<file path="src/sv/pht_pkg.sv">
// ----------------------------------------------------------------------------
// pht_pkg
// Shared types, constants and helpers for the potentiometer conditioning block.
// ----------------------------------------------------------------------------
package pht_pkg;

    localparam int unsigned SAMPLE_W  = 12;
    localparam int unsigned CH_W      = 8;
    localparam int unsigned POS_W     = 16;
    localparam int unsigned COUNT_W   = 4;
    localparam int unsigned CFG_IDX_W = 2;
    localparam int unsigned CFG_DAT_W = 12;

    // Register indexes on the configuration port
    localparam logic [CFG_IDX_W-1:0] REG_CHANNEL_COUNT   = 2'd0;
    localparam logic [CFG_IDX_W-1:0] REG_HYSTERESIS_BAND = 2'd1;
    localparam logic [CFG_IDX_W-1:0] REG_TAKEOVER_BAND   = 2'd2;

    // Register reset values
    localparam logic [COUNT_W-1:0]  RESET_COUNT      = 4'd8;
    localparam logic [SAMPLE_W-1:0] RESET_HYSTERESIS = 12'd6;
    localparam logic [SAMPLE_W-1:0] RESET_TAKEOVER   = 12'd64;

    // Input modes
    localparam logic MODE_UPDATE     = 1'b0;
    localparam logic MODE_REBASELINE = 1'b1;

    // Position scaling: floor((held - 16) * 65535 / 4063) between the end zones
    localparam logic [SAMPLE_W-1:0] ZONE_SIZE  = 12'd16;
    localparam logic [SAMPLE_W-1:0] FULL_SCALE = 12'd4095;
    localparam logic [SAMPLE_W-1:0] HIGH_ZONE  = FULL_SCALE - ZONE_SIZE;
    localparam logic [POS_W-1:0]    POS_MAX    = 16'hFFFF;
    localparam logic [SAMPLE_W-1:0] POS_SPAN   = FULL_SCALE - 12'd2 * ZONE_SIZE;

    // Reciprocal multiply: exact for every held offset up to 4062
    localparam int unsigned SCALE_SHIFT = 25;
    localparam int unsigned SCALE_MUL_W = 30;
    localparam int unsigned PROD_W      = SAMPLE_W + SCALE_MUL_W;
    localparam logic [63:0] SCALE_NUM   = 64'(POS_MAX) << SCALE_SHIFT;
    localparam logic [SCALE_MUL_W-1:0] SCALE_MUL =
        SCALE_MUL_W'((SCALE_NUM + 64'(POS_SPAN) - 64'd1) / 64'(POS_SPAN));

    // One channel entry in the state memory
    typedef struct packed {
        logic [SAMPLE_W-1:0] held;
        logic [SAMPLE_W-1:0] base;
        logic                primed;
        logic                moved;
    } entry_t;

    function automatic logic [SAMPLE_W-1:0] abs_diff(
        input logic [SAMPLE_W-1:0] a,
        input logic [SAMPLE_W-1:0] b
    );
        abs_diff = (a > b) ? (a - b) : (b - a);
    endfunction

endpackage

</file>
<file path="src/sv/pht_ram.sv">
// ----------------------------------------------------------------------------
// pht_ram
// Generic simple dual-port RAM: one write port, one read port, registered read.
// ----------------------------------------------------------------------------
module pht_ram #(
    parameter int unsigned WIDTH = 26,
    parameter int unsigned DEPTH = 8,
    localparam int unsigned AW   = (DEPTH > 1) ? $clog2(DEPTH) : 1
) (
    input  logic             aclk,
    input  logic             we,
    input  logic [AW-1:0]    waddr,
    input  logic [WIDTH-1:0] wdata,
    input  logic             re,
    input  logic [AW-1:0]    raddr,
    output logic [WIDTH-1:0] rdata
);

    logic [WIDTH-1:0] mem [DEPTH];
    logic [WIDTH-1:0] rdata_reg;

    always_ff @(posedge aclk) begin
        if (we) begin
            mem[waddr] <= wdata;
        end
        if (re) begin
            rdata_reg <= mem[raddr];
        end
    end

    assign rdata = rdata_reg;

endmodule

</file>
<file path="src/sv/pht_scale.sv">
// ----------------------------------------------------------------------------
// pht_scale
// Held value to 16-bit position: end zones plus reciprocal multiply, one stage.
// ----------------------------------------------------------------------------
module pht_scale
    import pht_pkg::*;
(
    input  logic                aclk,
    input  logic                load,
    input  logic [SAMPLE_W-1:0] held,
    output logic [POS_W-1:0]    position
);

    logic [SAMPLE_W-1:0] offset;
    logic [PROD_W-1:0]   prod_reg;
    logic                low_reg;
    logic                high_reg;

    // Offset wraps below the low zone; the zone flags mask it.
    assign offset = held - ZONE_SIZE;

    always_ff @(posedge aclk) begin
        if (load) begin
            prod_reg <= PROD_W'(offset) * PROD_W'(SCALE_MUL);
            low_reg  <= (held <= ZONE_SIZE);
            high_reg <= (held >= HIGH_ZONE);
        end
    end

    always_comb begin
        if (low_reg) begin
            position = '0;
        end else if (high_reg) begin
            position = POS_MAX;
        end else begin
            position = prod_reg[SCALE_SHIFT+POS_W-1:SCALE_SHIFT];
        end
    end

endmodule

</file>
<file path="src/sv/pot_hysteresis_takeover.sv">
// Sequence: an in-range sample is read, modified and written back, multiplied,
//   then loaded into the output register, which waits for a free output slot;
//   the next request is taken after that load. Out-of-range: output load only.
// Rebaseline: next request taken once every active channel is written back.
// Reset (synchronous, active low): registers return to 8 / 6 / 64 and every
//   channel's valid bit clears, so all entries read as zero; no clearing pass.
// ----------------------------------------------------------------------------
// pot_hysteresis_takeover
// Per-channel potentiometer conditioning with hysteresis and soft takeover.
// ----------------------------------------------------------------------------
module pot_hysteresis_takeover
    import pht_pkg::*;
#(
    parameter int unsigned CHANNELS = 8
) (
    input  logic                 aclk,
    input  logic                 aresetn,

    // configuration write port
    input  logic                 cfg_we,
    input  logic [CFG_IDX_W-1:0] cfg_addr,
    input  logic [CFG_DAT_W-1:0] cfg_wdata,

    // sample requests
    input  logic                 s_valid,
    output logic                 s_ready,
    input  logic                 s_mode,
    input  logic [CH_W-1:0]      s_channel,
    input  logic [SAMPLE_W-1:0]  s_raw_sample,

    // results
    output logic                 m_valid,
    input  logic                 m_ready,
    output logic [CH_W-1:0]      m_channel_echo,
    output logic [POS_W-1:0]     m_position,
    output logic                 m_moved_flag,
    output logic                 m_in_range
);

    localparam int unsigned AW    = (CHANNELS > 1) ? $clog2(CHANNELS) : 1;
    localparam int unsigned CNT_W = $clog2(CHANNELS + 1);
    localparam int unsigned ENT_W = $bits(entry_t);

    typedef enum logic [4:0] {
        S_IDLE = 5'b00001,
        S_MOD  = 5'b00010,
        S_MUL  = 5'b00100,
        S_EMIT = 5'b01000,
        S_RB   = 5'b10000
    } state_t;

    state_t state_reg, state_next;

    // configuration registers
    logic [COUNT_W-1:0]  count_cfg_reg;
    logic [SAMPLE_W-1:0] hyst_cfg_reg;
    logic [SAMPLE_W-1:0] tko_cfg_reg;

    // request being worked on
    logic [CH_W-1:0]     ch_reg;
    logic [SAMPLE_W-1:0] raw_reg;
    logic                oor_reg;
    logic [SAMPLE_W-1:0] held_reg;
    logic                moved_reg;

    // rebaseline sweep
    logic [CNT_W-1:0] idx_reg, idx_next;
    logic             rb_pend_reg;
    logic [AW-1:0]    rb_addr_reg;

    // per-entry valid bits: an entry never written reads as zero
    logic [CHANNELS-1:0] vld_reg;
    logic                rd_vld_reg;

    // output register
    logic                m_valid_reg;
    logic [CH_W-1:0]     m_channel_echo_reg;
    logic [POS_W-1:0]    m_position_reg;
    logic                m_moved_flag_reg;
    logic                m_in_range_reg;

    // memory ports
    logic             ram_we, ram_re;
    logic [AW-1:0]    ram_waddr, ram_raddr;
    logic [ENT_W-1:0] ram_rdata;
    entry_t           ram_wdata;
    entry_t           cur;

    logic [CNT_W-1:0]    count_eff;
    logic                s_acc;
    logic                s_in_range;
    logic                rb_issue;
    logic                out_free;
    logic [POS_W-1:0]    scale_pos;
    logic [SAMPLE_W-1:0] held_n;
    logic [SAMPLE_W-1:0] base_n;
    logic                moved_n;

    // Clamp the active count to the number of channels built.
    assign count_eff = ({4'b0, count_cfg_reg} > CH_W'(CHANNELS)) ?
                       CNT_W'(CHANNELS) : CNT_W'(count_cfg_reg);

    assign s_ready    = (state_reg == S_IDLE);
    assign s_acc      = s_valid && s_ready;
    assign s_in_range = (s_channel < {{(CH_W-CNT_W){1'b0}}, count_eff});
    assign out_free   = !m_valid_reg || m_ready;
    assign rb_issue   = (state_reg == S_RB) && (idx_reg < count_eff);

    // Entry as read back, masked to zero until first written.
    assign cur = rd_vld_reg ? entry_t'(ram_rdata) : '0;

    // Update rule: first sample primes; later ones follow past the hysteresis
    // band, and moved sticks once held leaves the takeover band around baseline.
    always_comb begin
        if (!cur.primed) begin
            held_n  = raw_reg;
            base_n  = raw_reg;
            moved_n = 1'b0;
        end else begin
            held_n  = (abs_diff(raw_reg, cur.held) > hyst_cfg_reg) ? raw_reg : cur.held;
            base_n  = cur.base;
            moved_n = cur.moved || (abs_diff(held_n, cur.base) > tko_cfg_reg);
        end
    end

    // Memory access: read on acceptance of an in-range update or during the sweep,
    // write back in the next cycle. Only one request is in flight, so accesses never collide.
    always_comb begin
        ram_re    = 1'b0;
        ram_raddr = s_channel[AW-1:0];
        ram_we    = 1'b0;
        ram_waddr = ch_reg[AW-1:0];
        ram_wdata = '{held: held_n, base: base_n, primed: 1'b1, moved: moved_n};
        case (state_reg)
            S_IDLE: begin
                ram_re = s_acc && (s_mode == MODE_UPDATE) && s_in_range;
            end
            S_MOD: begin
                ram_we = 1'b1;
            end
            S_RB: begin
                ram_re    = rb_issue;
                ram_raddr = idx_reg[AW-1:0];
                ram_we    = rb_pend_reg;
                ram_waddr = rb_addr_reg;
                ram_wdata = '{held: cur.held, base: cur.held, primed: cur.primed,
                              moved: 1'b0};
            end
            default: begin
            end
        endcase
    end

    pht_ram #(
        .WIDTH (ENT_W),
        .DEPTH (CHANNELS)
    ) u_state_ram (
        .aclk  (aclk),
        .we    (ram_we),
        .waddr (ram_waddr),
        .wdata (ram_wdata),
        .re    (ram_re),
        .raddr (ram_raddr),
        .rdata (ram_rdata)
    );

    pht_scale u_scale (
        .aclk     (aclk),
        .load     (state_reg == S_MUL),
        .held     (held_reg),
        .position (scale_pos)
    );

    // Sequencer
    always_comb begin
        state_next = state_reg;
        idx_next   = idx_reg;
        case (state_reg)
            S_IDLE: begin
                if (s_acc) begin
                    if (s_mode == MODE_REBASELINE) begin
                        state_next = S_RB;
                        idx_next   = '0;
                    end else if (s_in_range) begin
                        state_next = S_MOD;
                    end else begin
                        state_next = S_EMIT;
                    end
                end
            end
            S_MOD: begin
                state_next = S_MUL;
            end
            S_MUL: begin
                state_next = S_EMIT;
            end
            S_EMIT: begin
                if (out_free) begin
                    state_next = S_IDLE;
                end
            end
            S_RB: begin
                if (rb_issue) begin
                    idx_next = idx_reg + 1'b1;
                end else if (!rb_pend_reg) begin
                    state_next = S_IDLE;
                end
            end
            default: begin
                state_next = S_IDLE;
            end
        endcase
    end

    always_ff @(posedge aclk) begin
        if (!aresetn) begin
            state_reg     <= S_IDLE;
            count_cfg_reg <= RESET_COUNT;
            hyst_cfg_reg  <= RESET_HYSTERESIS;
            tko_cfg_reg   <= RESET_TAKEOVER;
            vld_reg       <= '0;
            rb_pend_reg   <= 1'b0;
            idx_reg       <= '0;
            m_valid_reg   <= 1'b0;
        end else begin
            state_reg   <= state_next;
            idx_reg     <= idx_next;
            rb_pend_reg <= rb_issue;

            if (cfg_we) begin
                case (cfg_addr)
                    REG_CHANNEL_COUNT:   count_cfg_reg <= cfg_wdata[COUNT_W-1:0];
                    REG_HYSTERESIS_BAND: hyst_cfg_reg  <= cfg_wdata;
                    REG_TAKEOVER_BAND:   tko_cfg_reg   <= cfg_wdata;
                    default: begin
                    end
                endcase
            end

            if (ram_we) begin
                vld_reg[ram_waddr] <= 1'b1;
            end

            // load a new result into a free slot, else drop the one taken
            if ((state_reg == S_EMIT) && out_free) begin
                m_valid_reg <= 1'b1;
            end else if (m_valid_reg && m_ready) begin
                m_valid_reg <= 1'b0;
            end
        end
    end

    // Datapath registers: no reset needed
    always_ff @(posedge aclk) begin
        if (s_acc) begin
            ch_reg  <= s_channel;
            raw_reg <= s_raw_sample;
            oor_reg <= !s_in_range;
        end
        if (ram_re) begin
            rd_vld_reg <= vld_reg[ram_raddr];
        end
        if (rb_issue) begin
            rb_addr_reg <= idx_reg[AW-1:0];
        end
        if (state_reg == S_MOD) begin
            held_reg  <= held_n;
            moved_reg <= moved_n;
        end
        if ((state_reg == S_EMIT) && out_free) begin
            m_channel_echo_reg <= ch_reg;
            m_position_reg     <= oor_reg ? '0 : scale_pos;
            m_moved_flag_reg   <= oor_reg ? 1'b0 : moved_reg;
            m_in_range_reg     <= !oor_reg;
        end
    end

    assign m_valid        = m_valid_reg;
    assign m_channel_echo = m_channel_echo_reg;
    assign m_position     = m_position_reg;
    assign m_moved_flag   = m_moved_flag_reg;
    assign m_in_range     = m_in_range_reg;

endmodule

</file>
<file path="config.mk">
export PLATFORM = sky130hd
export DESIGN_NAME = pot_hysteresis_takeover
export DESIGN_NICKNAME = d
export VERILOG_FILES = /design/src/sv/pht_pkg.sv /design/src/sv/pht_ram.sv /design/src/sv/pht_scale.sv /design/src/sv/pot_hysteresis_takeover.sv
export SDC_FILE = /design/constraint.sdc
export NUM_CORES = 1
export LEC_CHECK = 0
export ABC_AREA = 1
export BUFFER_PORTS_ARGS = -buffer_cell sky130_fd_sc_hd__buf_4
export CAP_MARGIN = 30
export CORE_ASPECT_RATIO = 0.6
export CORE_MARGIN = 1.5
export CORE_UTILIZATION = 60
export DETAILED_ROUTE_END_ITERATION = 10
export HOLD_SLACK_MARGIN = 0.15
export PLACE_DENSITY = 0.77
export SLEW_MARGIN = 20
export SYNTH_ARGS = -nofsm -noshare
export SYNTH_HDL_FRONTEND = slang
export SYNTH_SLANG_ARGS = --single-unit
</file>
<file path="constraint.sdc">
create_clock -name aclk -period 15.9 [get_ports aclk]
set_clock_uncertainty 0.2 [all_clocks]
set_input_delay 0 -clock aclk [delete_from_list [all_inputs] [get_ports aclk]]
set_output_delay 0 -clock aclk [all_outputs]
set_load 0.01 [all_outputs]
</file>
# Yosys cells after proc, flatten, opt, wreduce, memory -nomap -nowiden
# Memory sizes are Yosys's and may differ from the RTL's. A register that Yosys moved wholly into a read port is not among the register bits.
# Cells that the tools add are included.
[op_classes] add_sub_neg=6 n_lt_le_gt_ge=12 bitwise_logic=2 n_reduce_logical=21 mul=1 muxes=33 n_eq_ne=13
[op_table] op="2-to-1 mux 12 bit" n=5
[op_table] op="2-to-1 mux 26 bit" n=2
[op_table] op="> comparator 12 bit" n=4
[op_table] op="subtractor 12 bit" n=4
[op_table] op="multiplier 12 x 30 -> 41 bit (second input constant)" n=1
[op_table] op="2-to-1 mux 5 bit" n=5
[op_table] op="one-hot mux 5 bit (5 select lines)" n=1
[op_table] op="2-to-1 mux 4 bit" n=5
[op_table] op="2-to-1 mux 16 bit" n=1
[op_table] op=">= comparator 12 bit (second input constant)" n=1
[op_table] op="<= comparator 12 x 5 -> 1 bit (second input constant)" n=1
[op_table] op="subtractor 12 x 5 -> 12 bit (second input constant)" n=1
[op_table] op="less-than comparator 3 x 4 -> 1 bit (second input constant)" n=2
[op_table] op="less-than comparator 8 x 4 -> 1 bit" n=1
[op_table] op="inequality test 2 bit (second input constant)" n=4
[op_table] op="bitwise OR 8 bit" n=1
[op_table] op="one-hot mux 4 bit (2 select lines)" n=1
[op_table] op="AND reduction 4 bit" n=2
[op_table] op="logical AND 1 bit" n=7
[op_table] op="2-to-1 mux 1 bit" n=7
[op_table] op="2-to-1 mux 3 bit" n=2
[op_table] op="AND reduction 2 bit" n=3
[op_table] op="== test 5 x 1 -> 1 bit (second input constant)" n=1
[op_table] op="== test 5 x 2 -> 1 bit (second input constant)" n=1
[op_table] op="other kinds (19)" n=25
[totals] ram_bits=208 out_inout_bits=28 memories=1 in_bits=40 register_bits=154 word_cells=111
[mem_list] memory="u_state_ram.mem" depth=8 word_bits=26 rd=1 rd_ports_with_merged_regs=1 wr=1 line="pht_ram.sv:19" source="logic [WIDTH-1:0] mem [DEPTH];"

# Depth between registers and ports, before layout
# Gate-level depths: netlist of run 1.
[logic_depth] word_depth=11 depth_mapped=55 ltp_nobuf=52

# Modules after synthesis
# From an unflattened synthesis of run 1, not the netlist that was laid out.
[hier_totals] hier_cells=2761 hier_area_um2=23457.5
[by_module_without_submodules] module="pht_ram" cells_each=943 n_inst=1 area_each_um2=9910.8 seq_area_each_um2=7026.7
[by_module_without_submodules] module="pot_hysteresis_takeover" cells_each=1043 n_inst=1 area_each_um2=7885.1 seq_area_each_um2=2862.7
[by_module_without_submodules] module="pht_scale" cells_each=775 n_inst=1 area_each_um2=5661.7 seq_area_each_um2=540.5

# Worst setup path after synthesis of run 1
# Ideal clock, no wire load.
[synth_path] path_type="register to register" startpoint="register rd_vld_reg" endpoint="memory u_state_ram.mem[0][0] (data pin)" setup_time_ns=0.275 required_time_ns=15.425 synth_period_minus_slack_ns=7.355 slack_ns=8.545 t_arrival_ns=6.881 path_stages_with_launch=53 cell_sequence="edfxtp_1 > buf_2 > clkbuf_1 > nand2_1 > inv_1 > ha_1 > inv_1 > fa_1 > inv_1 > o21ai_0 > a21oi_1 > o21ai_0 > nand2_1 > nand2_1 > nand2_2 > buf_2 > nand2_1 > nand2_1 > (+17 left out) > o21ai_0 > nand4_1 > nand2_1 > nand2_1 > nand2_1 > o21ai_2 > buf_6 > nand3_1 > nand2_1 > ha_1 > nand2_1 > inv_1 > nand3_1 > nor3_1 > nand3_1 > o21ai_0 > a21oi_1 > and2_1"
[synth_lines] element="from (decl)" line="pot_hysteresis_takeover.sv:73" source="logic rd_vld_reg;"
[synth_lines] element="from (signal assigned)" line="pot_hysteresis_takeover.sv:261" source="rd_vld_reg <= vld_reg[ram_raddr];"
[synth_lines] element="to (decl)" line="pht_ram.sv:19"

==> metrics.log, run 1 <==
INFO  metric htree_levels = 2
INFO  metric grt.total_usage = 0.315
INFO  metric drv.max_cap_violation_count = 0
INFO  metric clockRootBuffer = sky130_fd_sc_hd__clkbuf_16
INFO  metric share_seq_of_total_power = 0.333
INFO  metric dieArea = roughly 37,000 sq um
INFO  metric endpoint_of_the_most_critical_register_to_register_path = u_state_ram.mem[3][0]
INFO  metric core-area = about 35,000 sq um
INFO  metric setup-violations-final = 0
INFO  metric dpl.hpwl = roughly 40 mm
INFO  metric fin_tns_setup = 0 ns
INFO  metric pwr-share-comb = 0.446
INFO  metric worstPathArrival = approximately 9.4 ns
INFO  metric worstSetupEndpointType = register
INFO  metric criticalPathCategory = register to register
INFO  metric critPathTopFamily = simple AND/OR/NAND/NOR gates
INFO  metric reg2reg_depth = 47
INFO  metric area_growth = 13.7%
INFO  metric fp.dieW = roughly 250 um
INFO  metric boundaryPins = 68
INFO  metric cp_max_stage_cell = sky130_fd_sc_hd__edfxtp_1
INFO  metric cts_sinks = 363
INFO  metric count_of_buffers_from_port_buffering = 67
INFO  metric worstSetupStartpoint = rd_vld_reg
INFO  metric synth-edff-count = between 300 and 400
INFO  metric synth_sequential_area_ratio = 0.486
INFO  metric worst_hold_path.num_cells = 4
INFO  metric syn_area_per_cell = 9.71 sq um
INFO  metric worst_skew_pair.late_latency = between 0.5 and 0.6 ns
INFO  metric finish.net_count = approximately 2,600
INFO  metric dieHeight = 149 um
INFO  metric regToRegStartpoint = rd_vld_reg
INFO  metric synth_nets = 2,505
INFO  metric crit_top_cell = sky130_fd_sc_hd__nand2_1
INFO  metric clk_pin_slew_worst_paths = 0.07 ns
INFO  metric worst-r2r-setup-slack = ~6.6 ns
INFO  metric async_reset_ff_frac = 0
INFO  metric powerDensity = ~150 nW/um^2
INFO  metric critical_path_required = 15.94 ns
INFO  metric vdd_ir_drop_max = 0.000105 V
INFO  metric synth_cell_type_count = 48
INFO  metric post-layout-total-power = roughly 3600 uW
INFO  metric period_needed = about 9.3 ns
INFO  metric gpl.final_weighted_congestion = between 1 and 1.5
INFO  metric sum_of_buffers_and_inverters_on_the_critical_path = 9
INFO  metric routed_via_density = between 5 and 6
INFO  metric post_cts_buffers = 0
INFO  metric number_of_search_and_repair_iterations_in_the_first_detailed_routing_pass = 6
INFO  metric grt_max_degree = about 110
INFO  metric min_to = tko_cfg_reg[11]
INFO  metric ys_dominant_reg_cell = sky130_fd_sc_hd__edfxtp_1
INFO  metric start_util = 0.611
INFO  metric drcViolationCount = 0
INFO  metric largest_register_ffs = 208
INFO  metric min_period_over_period = 0.586
INFO  metric drive_gt1_frac = 0.0686
INFO  metric drt_wl_total = between 50 and 60 mm
INFO  metric final_cell_mix = sky130_fd_sc_hd__nand2_1, sky130_fd_sc_hd__edfxtp_1, sky130_fd_sc_hd__inv_1
INFO  metric synth-warning-count = 0
INFO  metric hp-class = primary input to register
INFO  metric maxSlewViolCount = 0
INFO  metric wl_per_cell = ~20 um
INFO  metric antenna_found_initial = 1
INFO  metric sw_frac_of_total = 0.408
INFO  metric cell_int_power = around 2100 uW
INFO  metric tritoncts = yes
INFO  metric first_global_vias = around 16,000
INFO  metric ys_seq_elements = roughly 360
INFO  metric placementRows = between 50 and 60
INFO  metric rsz0062_at_grt = no
INFO  metric leakage = 0.0105 uW
INFO  metric final_antenna_net_count = 0
INFO  metric mostFrequentLayoutCell = sky130_fd_sc_hd__nand2_1
INFO  metric max_slew_margin = 0.362
INFO  metric grt_first_pass_wirelength = 88.6 mm
INFO  metric post_synth_instance_area = around 21,000 sq um
INFO  metric critical_path.startpoint_type = register
INFO  metric p_sw = around 1500 uW
INFO  metric syn-instance-count = approximately 2,200
INFO  metric critical-path-max-stage-delay = 0.97 ns
INFO  metric min_from = cfg_wdata[11]
INFO  metric cts_buffer_depth = 3
INFO  metric grt-ovfl-total = 0
INFO  metric worst-slew-pin-transition = roughly 0.96 ns
INFO  metric clock.fmax = approximately 0.11 GHz
INFO  metric cts_buffers = 35
INFO  metric status = complete, no violations
INFO  metric clkPwrFrac = 0.221
INFO  metric path_max_fanout = 27
INFO  metric hold_viol = 0
INFO  metric via_count_of_the_routed_design = between 15,000 and 20,000
INFO  metric first_iter_violations = approximately 1,900
==> metrics by stage <==
step | worst slack, ns | utilization | cells | cell area [sq um] | hold slack [ns]
finish | 6.58 | 0.695 | 2844 | 24400 | 0.181
global route | 5.72 | 0.695 | 2844 | 24400 | 0.189
CTS | 6.83 | 0.694 | 2842 | 24400 | 0.153
detailed placement | 6.87 | 0.639 | 2691 | 22400 | -0.0207
global placement | 7.23 | 0.638 | 2690 | 22400 | -0.0207
floorplan | 8.54 | - | 2208 | 21400 | -0.101
==> worst register-to-register path: cells and delay by family (launching register included) <==
family	cells	cell delay [ns]
AND/OR/NAND/NOR	22	2.62
buffers and inverters	9	0.90
adder cells (fa/ha/maj)	5	1.60
AO/OA/AOI/OAI	10	2.60
XOR/XNOR	1	0.13
flip-flops	1	0.97
==> Yosys cell counts (3+ instances only) <==
cell type                   count  area share
sky130_fd_sc_hd__mux2i_1        3      0.0014
sky130_fd_sc_hd__edfxtp_1     316        0.44
sky130_fd_sc_hd__o32ai_1       54       0.022
sky130_fd_sc_hd__o21a_1         4      0.0014
sky130_fd_sc_hd__a211oi_1       3      0.0010
sky130_fd_sc_hd__nor3_1        16      0.0037
sky130_fd_sc_hd__dfxtp_1       47       0.044
sky130_fd_sc_hd__nor2_1       305       0.053
sky130_fd_sc_hd__inv_2          6      0.0010
sky130_fd_sc_hd__nand4_1       16      0.0047
sky130_fd_sc_hd__xnor2_1        8      0.0033
sky130_fd_sc_hd__o21ai_1       29      0.0068
sky130_fd_sc_hd__xor2_1        36       0.015
sky130_fd_sc_hd__nand3_1       48       0.011
sky130_fd_sc_hd__inv_1        302       0.053
sky130_fd_sc_hd__a21o_1         9      0.0031
sky130_fd_sc_hd__o211ai_1       8      0.0028
sky130_fd_sc_hd__nand2_1      354       0.062
sky130_fd_sc_hd__buf_4          3      0.0010
sky130_fd_sc_hd__buf_2         10      0.0023
sky130_fd_sc_hd__o21bai_1       6      0.0021
sky130_fd_sc_hd__a221oi_1       3      0.0012
sky130_fd_sc_hd__fa_1          67       0.063
sky130_fd_sc_hd__a21oi_1      104       0.024
sky130_fd_sc_hd__clkbuf_1      46      0.0081
sky130_fd_sc_hd__o2111ai_1      4      0.0016
sky130_fd_sc_hd__o21ai_0      168       0.039
sky130_fd_sc_hd__ha_1         190        0.11
sky130_fd_sc_hd__buf_6          5      0.0026
sky130_fd_sc_hd__or2_2          8      0.0023
sky130_fd_sc_hd__nor4_1         7      0.0020
==> what timing repair did <==
| item | in CTS | in global routing |
|---|---|---|
| hold buffers | 90 | 0 |
| resized for setup | 0 | 0 |
| hold endpoints to repair | 145 | 0 |
==> worst max-delay path by stage <==
stage | end | depth (start not counted)
4_1_cts | u_state_ram.mem[0][0] | 47
5_1_grt | u_state_ram.mem[4][0] | 48
3_3_place_gp | u_state_ram.mem[4][0] | 47
2_1_floorplan | u_state_ram.mem[0][0] | 52
3_5_place_dp | u_state_ram.mem[4][0] | 47
6_report | u_state_ram.mem[3][0] | 47
==> layer usage <==
layer,GRT usage,routed length [um],part of all wire
met4,0.0582,944,0.017
met1,0.491,26400,0.46
met5,0,0,0
met2,0.451,23500,0.41
met3,0.0744,6040,0.11
==> kinds of logic after synthesis <==
group / after synthesis / synth area share
AND/OR/NAND/NOR: 761 / 0.142
AO/OA/AOI/OAI: 404 / 0.110
buffers and inverters: 376 / 0.0687
flip-flops: 363 / 0.486
adder cells (fa/ha/maj): 257 / 0.173
XOR/XNOR: 44 / 0.0180
multiplexers: 3 / 0.00140
==> power groups by stage <==
stage	Sequential, uW	Clock, uW	Combinational, uW
6_report	1190	788	1590
5_1_grt	1190	833	1770
4_1_cts	1180	794	1540
3_5_place_dp	1200	0	1510
3_3_place_gp	1200	0	1470
2_1_floorplan	1190	0	1120
==> area by class of cell <==
| type | instances | area (sq um) |
|---|---|---|
| fillers | 2623 | 10700 |
| flip-flops and latches | 363 | 10400 |
| multi-input cells | 1469 | 9610 |
| repair buffers | 174 | 1560 |
| inverters | 309 | 1160 |
| clock buffers | 46 | 927 |
| well taps | 467 | 584 |
| clock inverters | 15 | 115 |
| diodes | 1 | 2.50 |
(Power assumes the default switching activity.)
==> run 2: changes to the inputs <==
--- a/config.mk
+++ b/config.mk
@@ -5,12 +5,12 @@
 export SDC_FILE = /design/constraint.sdc
 export NUM_CORES = 1
 export LEC_CHECK = 0
-export ABC_AREA = 1
+export ABC_AREA = 0
 export BUFFER_PORTS_ARGS = -buffer_cell sky130_fd_sc_hd__buf_4
 export CAP_MARGIN = 30
 export CORE_ASPECT_RATIO = 0.6
 export CORE_MARGIN = 1.5
-export CORE_UTILIZATION = 60
+export CORE_UTILIZATION = 57
 export DETAILED_ROUTE_END_ITERATION = 10
 export HOLD_SLACK_MARGIN = 0.15
 export PLACE_DENSITY = 0.77
==> constraint.sdc (replaced) <==
create_clock -name aclk -period 8.48 [get_ports aclk]
set_clock_uncertainty 0.2 [all_clocks]
set_input_delay 0 -clock aclk [delete_from_list [all_inputs] [get_ports aclk]]
set_output_delay 0 -clock aclk [all_outputs]
set_load 0.01 [all_outputs]
==> run 2 against run 1 <==
Combinational power increased by 35%. Synthesized area decreased by 1.9%. Synthesized cell count is 11% lower. The run now ends with negative setup slack left. Critical path depth down 7. Flip-flop and latch count did not move. Hold slack improved by 0.0013 ns. Highest routed layer is now met5.
==> metrics.log, run 2 <==
INFO  metric status = complete, but fails checks (was complete, no violations)
INFO  metric violations = negative setup slack
INFO  metric number_of_search_and_repair_iterations_in_the_first_detailed_routing_pass = 6 (unchanged)
INFO  metric synth_largest_type_area_fraction = 0.451 (was 0.442)
INFO  metric clk_pin_slew_worst_paths = 0.06 ns (was 0.07 ns)
INFO  metric preCtsSetupSlack = -0.518 ns (was 6.87 ns)
INFO  metric dieHeight = 152 um (was 149 um)
INFO  metric drv.max_cap_violation_count = 0 (unchanged)
INFO  metric synth_area_leaders = sky130_fd_sc_hd__edfxtp_1, sky130_fd_sc_hd__ha_1, sky130_fd_sc_hd__nand2_1, sky130_fd_sc_hd__fa_1, sky130_fd_sc_hd__dfxtp_1 (was sky130_fd_sc_hd__edfxtp_1, sky130_fd_sc_hd__ha_1, sky130_fd_sc_hd__fa_1, sky130_fd_sc_hd__nand2_1, sky130_fd_sc_hd__nor2_1)
INFO  metric final_core_util = 0.722 (was 0.695)
INFO  metric drive_gt1_frac = 0.188 (was 0.0686)
INFO  metric synth-warning-count = 0 (unchanged)
INFO  metric hp-class = primary input to register (unchanged)
INFO  metric grt-ovfl-total = 0 (unchanged)
INFO  metric worst_skew_pair.late_latency = 0.55 ns (was 0.54 ns)
INFO  metric dpl_cell_area = 23,300 sq um (was 22,400 sq um)
INFO  metric post-synth-top-count-cell = sky130_fd_sc_hd__nand2_1 (unchanged)
INFO  metric grt.total_usage = 0.303 (was 0.315)
INFO  metric fp.dieW = 251 um (was 247 um)
INFO  metric count_of_buffers_from_port_buffering = 67 (unchanged)
INFO  metric powerDensity = 226 nW/um^2 (was 146 nW/um^2)
INFO  metric first_iter_violations = 1,730 (was 1,871)
INFO  metric criticalPathCategory = register to register (unchanged)
INFO  metric final_antenna_net_count = 0 (unchanged)
INFO  metric syn_area_per_cell = 10.7 sq um (was 9.71 sq um)
INFO  metric tritoncts = yes (unchanged)
INFO  metric synth_cell_type_count = 76 (was 48)
INFO  metric leakage = 0.0111 uW (was 0.0105 uW)
INFO  metric ys_seq_elements = 363 (unchanged)
INFO  metric area_growth = 24.6% (was 13.7%)
INFO  metric start_util = 0.579 (was 0.611)
INFO  metric max_slew_margin = 0.350 (was 0.362)
INFO  metric gpl.final_weighted_congestion = 0.952 (was 1.01)
INFO  metric vdd_ir_drop_max = 0.000179 V (was 0.000105 V)
INFO  metric finish.cell_count_without_fillers = 2,812 (was 2,844)
INFO  metric largest_register_ffs = 208 (unchanged)
INFO  metric dieArea = 38,100 sq um (was 36,900 sq um)
INFO  metric htree_levels = 2 (unchanged)
INFO  metric cts_sinks = 363 (unchanged)
INFO  metric placementRows = 54 (was 53)
INFO  metric drcViolationCount = 0 (unchanged)
INFO  metric finalWorstSetupSlack = -0.243 ns (was 6.58 ns)
INFO  metric wl_per_cell = 20.7 um (was 20.0 um)
INFO  metric instance_count_after_placement_with_tap_cells_included = 2,616 (was 2,691)
INFO  metric final_cell_mix = sky130_fd_sc_hd__nand2_1, sky130_fd_sc_hd__edfxtp_1, sky130_fd_sc_hd__buf_4 (was sky130_fd_sc_hd__nand2_1, sky130_fd_sc_hd__edfxtp_1, sky130_fd_sc_hd__inv_1)
INFO  metric worstSetupEndpointType = register (unchanged)
INFO  metric boundaryPins = 68 (unchanged)
INFO  metric critPathTopFamily = compound AO/OA/AOI/OAI gates (was simple AND/OR/NAND/NOR gates)
INFO  metric grt_first_pass_wirelength = 89.5 mm (was 88.6 mm)
INFO  metric critical_path.startpoint_type = register (unchanged)
INFO  metric final_design_area_no_fill = 26,200 sq um (was 24,400 sq um)
INFO  metric critical_path_required = 8.54 ns (was 15.94 ns)
INFO  metric synth_nets = 2,271 (was 2,505)
INFO  metric grt_max_degree = 82 (was 109)
INFO  metric syn-instance-count = 1,974 (was 2,208)
INFO  metric finish.net_count = 2,605 (was 2,649)
INFO  metric worst-slew-pin-transition = 0.965 ns (was 0.957 ns)
INFO  metric cts_buffer_depth = 3 (unchanged)
INFO  metric post_synth_instance_area = 21,000 sq um (was 21,400 sq um)
INFO  metric path_max_fanout = 8 (was 27)
INFO  metric via_count_of_the_routed_design = 16,400 (was 16,600)
INFO  metric period_needed = 8.72 ns (was 9.32 ns)
INFO  metric ys_dominant_reg_cell = sky130_fd_sc_hd__edfxtp_1 (unchanged)
INFO  metric critical-path-max-stage-delay = 0.64 ns (was 0.97 ns)
INFO  metric first_global_vias = 16,200 (was 15,800)
INFO  metric min_period_over_period = 1.03 (was 0.586)
INFO  metric cts_buffers = 35 (unchanged)
INFO  metric maxSlewViolCount = 0 (unchanged)
INFO  metric worstPathArrival = 8.78 ns (was 9.36 ns)
INFO  metric mostFrequentLayoutCell = sky130_fd_sc_hd__nand2_1 (unchanged)
INFO  metric core-area = 36,300 sq um (was 35,100 sq um)
INFO  metric leading_cell_types_by_count_after_synthesis = sky130_fd_sc_hd__nand2_1, sky130_fd_sc_hd__edfxtp_1, sky130_fd_sc_hd__ha_1 (was sky130_fd_sc_hd__nand2_1, sky130_fd_sc_hd__edfxtp_1, sky130_fd_sc_hd__nor2_1)
INFO  metric rsz0062_at_grt = yes (was no)
INFO  metric cell_type_contributing_the_most_total_cell_area_after_synthesis = sky130_fd_sc_hd__edfxtp_1 (unchanged)
INFO  metric setup-violations-final = 9 (was 0)
INFO  metric clock.fmax = 0.115 GHz (was 0.107 GHz)
INFO  metric synth-edff-count = 316 (unchanged)
INFO  metric crit_top_cell = sky130_fd_sc_hd__buf_4 (was sky130_fd_sc_hd__nand2_1)
INFO  metric dpl.hpwl = 38.3 mm (was 39.8 mm)
INFO  metric hold_viol = 0 (unchanged)
INFO  metric clockRootBuffer = sky130_fd_sc_hd__clkbuf_16 (unchanged)
INFO  metric cp_max_stage_cell = sky130_fd_sc_hd__o41ai_4 (was sky130_fd_sc_hd__edfxtp_1)
INFO  metric routed_via_density = 5.85 (was 5.84)
INFO  metric sum_of_buffers_and_inverters_on_the_critical_path = 9 (unchanged)
INFO  metric antenna_found_initial = 2 (was 1)
INFO  metric drt_wl_total = 58.1 mm (was 56.8 mm)
INFO  metric async_reset_ff_frac = 0 (unchanged)
INFO  metric fin_tns_setup = -2.12 ns (was 0 ns)
INFO  metric synth_sequential_area_ratio = 0.496 (was 0.486)
==> run 2: changes by cell type after synthesis, moves of 51 or more <==
| cell | previous run | this run |
|---|---|---|
| sky130_fd_sc_hd__nand3_1 | 48 | 160 |
| sky130_fd_sc_hd__nor2_1 | 305 | 51 |
| sky130_fd_sc_hd__o21ai_0 | 168 | 74 |
| sky130_fd_sc_hd__nand2_1 | 354 | 405 |
| sky130_fd_sc_hd__o32ai_1 | 54 | 0 |
| sky130_fd_sc_hd__inv_1 | 302 | 185 |
==> run 2: cells by family (layout without fill, tap and decap cells) <==
logic type / after synthesis / after routing / synth area share
mux: 27 / 27 / 0.0131
other cells: 0 / 1 / 0
buf+inv: 258 / 618 / 0.0468
xor+xnor: 47 / 47 / 0.0196
flops: 363 / 363 / 0.496
simple gates: 714 / 715 / 0.149
compound gates: 307 / 307 / 0.0983
fa+ha+maj: 258 / 258 / 0.177
==> run 2: final timing paths <==
check	from	endpoint	slack, ns	cells past startpoint
min reg2reg	ch_reg[5]	m_channel_echo[5]	0.22	0
max	rd_vld_reg	u_state_ram.mem[1][0]	-0.24	40
min	s_mode	state_reg[1]	0.18	4
max reg2reg	rd_vld_reg	u_state_ram.mem[1][0]	-0.24	40
==> run 2: report_power, final <==
part	total [uW]	switching [uW]	leakage, uW	internal, uW
Combinational	2140	1130	0.00725	1010
Clock	1750	694	0.000629	1050
Sequential	2030	20.3	0.00326	2010
==> run 2: worst reg2reg max path, delay by kind of cell (launching register included) <==
family | cells | cell delay [ns]
xor+xnor | 2 | 0.26
mux | 1 | 0.23
compound gates | 15 | 3.61
flops | 1 | 0.43
fa+ha+maj | 5 | 1.43
simple gates | 8 | 1.01
buf+inv | 9 | 1.23
==> run 2: repair_timing <==
| action | 4_1_cts | 5_1_grt |
|---|---|---|
| setup buffers | 10 | 16 |
| gates cloned | 2 | 0 |
| endpoints found under the setup margin | 9 | 9 |
| pin swaps | 19 | 35 |
| hold buffers | 98 | 0 |
| gates resized for setup | 42 | 52 |
| hold endpoints to repair | 125 | 0 |
==> run 2: metrics by stage <==
| stage | total power, uW | hold slack, ns |
|---|---|---|
| after global placement | 3720 | -0.0218 |
| final | 5920 | 0.183 |
| after detailed placement | 3760 | -0.0202 |
| after floorplan | 3100 | -0.101 |
| after CTS | 5650 | 0.152 |
| after global routing | 6150 | 0.199 |
==> run 2: area by class of cell <==
type                    instances  area (sq um)
diodes                          1          2.50
repair buffers                368          3040
well taps                     476           596
flip-flops and latches        363         10400
clock buffers                  41           951
clock inverters                23           330
inverters                     186           701
multi-input cells            1354         10200
fillers                      2458         10100
==> run 2: routing by layer <==
layer | vias up | wire [um] | global-route usage
li1 | 7543 | - | -
met5 | - | 13 | 0
met2 | 777 | 26500 | 0.478
met3 | 149 | 5350 | 0.0555
met4 | 2 | 1790 | 0.0938
met1 | 7978 | 24500 | 0.430
